### src/rtl/rie_pkg.sv
// shared types and constants of the instruction execute block
`default_nettype none
package rie_pkg;

  localparam int unsigned ADDR_W = 12;
  localparam int unsigned DATA_W = 32;
  localparam int unsigned RIDX_W = 4;
  localparam int unsigned NREGS  = 16;

  localparam logic [RIDX_W-1:0] LINK_REG = 4'd15;

  localparam logic [3:0] MODE_ADD = 4'd0;
  localparam logic [3:0] MODE_SUB = 4'd1;
  localparam logic [3:0] MODE_AND = 4'd2;
  localparam logic [3:0] MODE_OR  = 4'd3;
  localparam logic [3:0] MODE_SLL = 4'd4;
  localparam logic [3:0] MODE_SRA = 4'd5;
  localparam logic [3:0] MODE_MAC = 4'd6;
  localparam logic [3:0] MODE_BR  = 4'd7;
  localparam logic [3:0] MODE_JAL = 4'd8;
  localparam logic [3:0] MODE_LW  = 4'd9;
  localparam logic [3:0] MODE_SW  = 4'd10;
  localparam logic [3:0] MODE_JR  = 4'd11;

  localparam logic [3:0] COND_EQ = 4'd0;
  localparam logic [3:0] COND_NE = 4'd1;
  localparam logic [3:0] COND_GT = 4'd2;
  localparam logic [3:0] COND_LT = 4'd3;
  localparam logic [3:0] COND_GE = 4'd4;
  localparam logic [3:0] COND_LE = 4'd5;

  typedef enum logic [3:0] {
    OP_ADD, OP_SUB, OP_AND, OP_OR, OP_SLL, OP_SRA, OP_MAC,
    OP_BR, OP_JAL, OP_LW, OP_SW, OP_JR, OP_NOP
  } rie_op_e;

  typedef enum logic [1:0] {
    ST_CLEAR, ST_RUN, ST_FINISH
  } rie_state_e;

  typedef struct packed {
    rie_op_e           op;
    logic              is_long;
    logic [RIDX_W-1:0] dest;
    logic [RIDX_W-1:0] ra;
    logic [RIDX_W-1:0] rb;
    logic [RIDX_W-1:0] rc;
    logic [DATA_W-1:0] imm;
  } rie_item_t;

  typedef struct packed {
    logic pop;
    logic clearing;
  } rie_back_stat_t;

  typedef struct packed {
    logic [DATA_W-1:0] mem_value;
    logic [ADDR_W-1:0] mem_addr;
    logic              mem_written;
    logic [DATA_W-1:0] reg_value;
    logic              reg_written;
    logic [ADDR_W-1:0] next_pc;
  } rie_result_t;

endpackage
`default_nettype wire

### src/rtl/rie_front.sv
// front part: accepts items, classifies them and queues them for execution
`default_nettype none
module rie_front
  import rie_pkg::*;
(
  input  wire logic           clk_i,
  input  wire logic           rst_ni,
  input  wire logic           in_valid_i,
  output logic                in_ready_o,
  input  wire logic [55:0]    in_data_i,
  input  wire rie_back_stat_t stat_i,
  output logic                q_valid_o,
  output rie_item_t           q_item_o
);

  rie_item_t  slot_q [2];
  logic       rd_ptr_q, rd_ptr_d, wr_ptr_q, wr_ptr_d;
  logic [1:0] cnt_q, cnt_d;
  logic       push;
  rie_item_t  dec;

  always_comb begin
    dec.dest = in_data_i[7:4];
    dec.ra   = in_data_i[11:8];
    dec.rb   = in_data_i[15:12];
    dec.rc   = in_data_i[19:16];
    dec.imm  = in_data_i[51:20];
    case (in_data_i[3:0])
      MODE_ADD: dec.op = OP_ADD;
      MODE_SUB: dec.op = OP_SUB;
      MODE_AND: dec.op = OP_AND;
      MODE_OR:  dec.op = OP_OR;
      MODE_SLL: dec.op = OP_SLL;
      MODE_SRA: dec.op = OP_SRA;
      MODE_MAC: dec.op = OP_MAC;
      MODE_BR:  dec.op = OP_BR;
      MODE_JAL: dec.op = OP_JAL;
      MODE_LW:  dec.op = OP_LW;
      MODE_SW:  dec.op = OP_SW;
      MODE_JR:  dec.op = OP_JR;
      default:  dec.op = OP_NOP;
    endcase
    dec.is_long = (dec.op == OP_MAC) || (dec.op == OP_LW);
  end

  assign in_ready_o = (cnt_q != 2'd2) && !stat_i.clearing;
  assign push       = in_valid_i && in_ready_o;
  assign q_valid_o  = (cnt_q != 2'd0);
  assign q_item_o   = slot_q[rd_ptr_q];

  always_comb begin
    rd_ptr_d = rd_ptr_q ^ stat_i.pop;
    wr_ptr_d = wr_ptr_q ^ push;
    cnt_d    = cnt_q + {1'b0, push} - {1'b0, stat_i.pop};
  end

  always_ff @(posedge clk_i or negedge rst_ni) begin
    if (!rst_ni) begin
      rd_ptr_q <= 1'b0;
      wr_ptr_q <= 1'b0;
      cnt_q    <= 2'd0;
    end else begin
      rd_ptr_q <= rd_ptr_d;
      wr_ptr_q <= wr_ptr_d;
      cnt_q    <= cnt_d;
    end
  end

  always_ff @(posedge clk_i) begin
    if (push) begin
      slot_q[wr_ptr_q] <= dec;
    end
  end

endmodule
`default_nettype wire

### config.mk
export PLATFORM = sky130hd
export DESIGN_NAME = rie_front
export DESIGN_NICKNAME = d
export VERILOG_FILES = /design/src/rtl/rie_pkg.sv /design/src/rtl/rie_front.sv
export SDC_FILE = /design/constraint.sdc
export NUM_CORES = 1
export LEC_CHECK = 0
export BUFFER_PORTS_ARGS = -buffer_cell sky130_fd_sc_hd__buf_2
export CORE_MARGIN = 2
export CORE_UTILIZATION = 35
export CTS_CLUSTER_DIAMETER = 120
export DETAILED_ROUTE_END_ITERATION = 8
export PLACE_DENSITY = 0.58
export SETUP_SLACK_MARGIN = 0.05
export SYNTH_ARGS = -nofsm -noshare
export SYNTH_HDL_FRONTEND = slang
export SYNTH_SLANG_ARGS = --single-unit
### constraint.sdc
create_clock -name clk_i -period 4.8 [get_ports clk_i]
set_input_delay 0.72 -clock clk_i [delete_from_list [all_inputs] [get_ports clk_i]]
set_output_delay 0.72 -clock clk_i [all_outputs]
set_load 0.03 [all_outputs]
* Word-level counts from Yosys, hierarchy flattened *
Memory sizes are Yosys's and may differ from the RTL's.
Cells that the tools add are included.

operators by class
  add/subtract/negate cells = 2
  equal/unequal tests = 3
  multiplexer cells = 2
  bitwise gates (word level) = 2
  reductions and logical operators = 5

operators with widths
  operator              number
  $eq A4 B3 Y1 const B  1
  $eq A4 B4 Y1 const B  1
  $add A2 B1 Y2         1
  $logic_and A1 B1 Y1   2
  $mux W1               2
  $ne A2 B2 Y1 const B  1
  $reduce_bool A2 Y1    1
  $sub A2 B1 Y2         1
  $xor A1 B1 Y1         2
  $logic_not A1 Y1      1
  $logic_or A1 B1 Y1    1

word-level totals
  flip-flop bits (word level) = 4
  memory bits (writable) = 106
  ROM bits = 64
  input port bits = 61
  memories = 2

memories
  name             words  width  rd ports  clocked after memory_dff  write ports  RTL line         source
  slot_q           2      53     1         0                         1            rie_front.sv:16  rie_item_t slot_q [2];
  (no name shown)  16     4      1         0                         0            rie_front.sv:28  case (in_data_i[3:0])

* Depth between registers and ports, before layout *
  word-level depth = 5
  depth in mapped cells = 7
  gate-level depth less buffers = 7

* Least setup slack after synthesis *
OpenSTA, ideal clock, no wires.

  path kind = input -> register
  start = input port stat_i[0] in the netlist's numbering
  end = memory slot_q[1][0] in the netlist's numbering, enable pin
  library setup time = 0.416 ns
  arrival time = 2.240 ns
  required time = 4.384 ns
  slack = 2.144 ns
  stages on the path = 3
  cells stage by stage = inv_1 o211a_1 ha_1

between the ends
  longest elaborated chain between the ends = 5

RTL lines
  item                           RTL line         source
  start: declaration             rie_front.sv:11  input wire rie_back_stat_t stat_i,
  $logic_not A1 Y1               rie_front.sv:46  assign in_ready_o = (cnt_q != 2'd2) && !stat_i.clearing;
  $logic_and A1 B1 Y1            rie_front.sv:46
  $logic_and A1 B1 Y1            rie_front.sv:47  assign push = in_valid_i && in_ready_o;
  $mux W1                        rie_front.sv:70  if (push) begin
  $mux W1 (not written as such)  rie_front.sv:71  slot_q[wr_ptr_q] <= dec;
  end: declaration               rie_front.sv:16

Every way passes these cells.

==> results.cfg <==
[die]
start_util_pct = 35.96
rows = 40
ios = 116
die_area_um2 = 13300
core-area_um2 = 12060
die_h_um = 115.3
die_w_um = 115.3

[sta]
grt_setup_unrepaired = false
hold_slack_ps = 178.4
tns_ps = 0
slew_headroom_pct = 31.89
hold_violations = 0
post-route-period-util_pct = 57.44
fin_crit_ps = 2757
report.final.slew_viol_count = 0
fmax_ghz = 0.3627
worst_slew_pin_slew_ps = 1022
fin_skew_ps = 3.793
setup_viol = 0

[detailed_routing]
dr.pass1.iters = 4
wl_um = 7074
num_vias = 2078
routedWlPerCell_um = 14.68
ant_nets = 0
drt_iter0_drc = 82
via_per_inst = 4.311
drc = 0

[run_status]
outcome = completed

[setup_path]
worstPathArrival_ps = 2040
critical_path_class = register to primary output
reg2reg_slack_ps = 2530
critPathMaxFanout = 54
r2r-end = slot_q[1][46]
rr_worst_depth = 4
required_ps = 4080
endpoint_kind = primary output
start_kind = register
r2r_start = cnt_q[1]

[final_layout]
syn_to_final_growth_pct = 21.57
antenna_cells = 0
final_common_cell = buf_2
drive_above_1_share_pct = 57.64
design_area_um2 = 5274
final_cell_mix = buf_2 (111), edfxtp_1 (106), mux2_4 (49)
fin_cells = 482
final_nets = 374
nFillCells = 1080

[clocking]
cts_max_path_buffers = 2
cts_resized = 0
cts.clk_slew.worst_paths_ps = 60
insertion_delay_ps = 340
clock-root-buffer = clkbuf_16
cts-buffers-inserted = 9
hold_buffers = 0
cts.sinks = 110
post_cts_buffers = 0
cts_tree = done
h-tree-depth = 3

[global_routing]
grt_use_total_pct = 11.01
grt_max_degree = 55
met2_usage_pct = 18.83
use_met3_pct = 2.530
grt.busiest_layer = met2
grt_use_met1_pct = 12.81
grt_pass1_vias = 2199
grt_pass1_wl_um = 10780
grt_overflow = 0
antenna_found_initial = 0

[placed_design]
placed_area_um2 = 5016
dp_cells = 466
hpwl_um = 4524
port_buffers = 111
gp_congestion = 0.6784

[synth]
seq_area_frac_synth_pct = 75.69
synthesis.nets = 256
synth_cell_types = 17
netlist_instances = 191
synth_area_um2 = 4338
ys_ff_latch = 110
yosysWarnings = 0
syn_area_per_cell_um2 = 22.71

[power]
pwr-share-seq_pct = 45.4
ir_worst_vdd_mv = 0.3688
p_comb_share_pct = 32.9
power_switching_uw = 1005
sw_frac_of_total_pct = 33.55
pwr-share-clk_pct = 21.7
p_leak_uw = 0.002099
internal_power_uw = 1991
power_density_nw_per_um2 = 568.0

[hold_path]
hold_class = input port to async pin

[job]
cap_violations = 0
-- sequential cells by signal, indices dropped and copies added, names as in the netlist --
name and cells:
slot_q 106, wr_ptr_q 1, rd_ptr_q 1, cnt_q 2
-- layout make-up --
class	count	area (µm²)	area share (%)
multi-input combinational	69	925.9	17.56
sequential	110	3287	62.32
timing repair buffer	113	570.5	10.82
clock inverter	6	28.78	0.5457
tap	168	210.2	3.986
clock buffer	10	229.0	4.342
inverter	6	22.52	0.4270
-- synth_stat cells, drive strengths merged --
| cell type | number | area share, % |
|---|---|---|
| edfxtp | 106 | 73 |
| mux2 | 53 | 18 |
| buf | 6 | 2.6 |
| inv | 6 | 0.52 |
| dfrtp | 4 | 2.3 |
| ha | 4 | 1.2 |
| a21boi | 2 | 0.35 |
| nand2 | 2 | 0.17 |
| xnor2 | 2 | 0.40 |
| a21oi | 1 | 0.12 |
| nand4bb | 1 | 0.26 |
| o211a | 1 | 0.23 |
| o211ai | 1 | 0.17 |
| o31ai | 1 | 0.17 |
| xor2 | 1 | 0.20 |
-- how the worst max path moves through the flow --
stage                          endpoint  startpoint  slack, ps  cells after the start
final                      q_item_o[52]    rd_ptr_q       2040                      2
after detailed placement  slot_q[0][23]   stat_i[0]       2040                      5
after global routing       q_item_o[50]    rd_ptr_q       1900                      2
after floorplan            slot_q[1][0]   stat_i[0]       2140                      3
after CTS                  q_item_o[52]    rd_ptr_q       1950                      2
after global placement    slot_q[1][23]   stat_i[0]       2090                      5
-- metal layers --
metal | vias to the layer above | part of all wire [%]
met5 | - | 0
met4 | 0 | 2.0
met3 | 11 | 5.2
met2 | 66 | 52
met1 | 1018 | 41
li1 | 983 | -
-- logic make-up (layout without fill, tap and decap cells) --
kind of cell / Yosys count / count (layout) / share of synthesized area, %
adder cells (fa/ha/maj): 4 / 4 / 1.154
XOR/XNOR: 3 / 3 / 0.6058
multiplexers: 53 / 53 / 18.00
buffers and inverters: 12 / 135 / 3.086
AND/OR/NAND/NOR: 3 / 3 / 0.4327
flip-flops: 110 / 110 / 75.69
AO/OA/AOI/OAI: 6 / 6 / 1.038
-- through the flow --
stage / setup WS, ps / total power (µW) / util (%)
global route: 1897 / 3149 / 43.72
CTS: 1951 / 3058 / 43.72
detailed placement: 2038 / 2396 / 41.59
finish: 2043 / 2996 / 43.72
floorplan: 2144 / 2209 / -
global placement: 2091 / 2379 / 41.59
-- power by group through the flow --
stage | Combinational, µW | Sequential (µW) | Clock [µW]
floorplan | 958 | 1250 | 0
global placement | 998 | 1380 | 0
detailed placement | 1010 | 1390 | 0
CTS | 1010 | 1370 | 681
global route | 1050 | 1390 | 717
finish | 987 | 1360 | 650
-- critical path, cell delays in order (launching register included) --
cell     delay [ps]
dfrtp_4        1090
mux2_2          410
buf_2           180
Note: power is estimated with default switching activity, not from simulation.
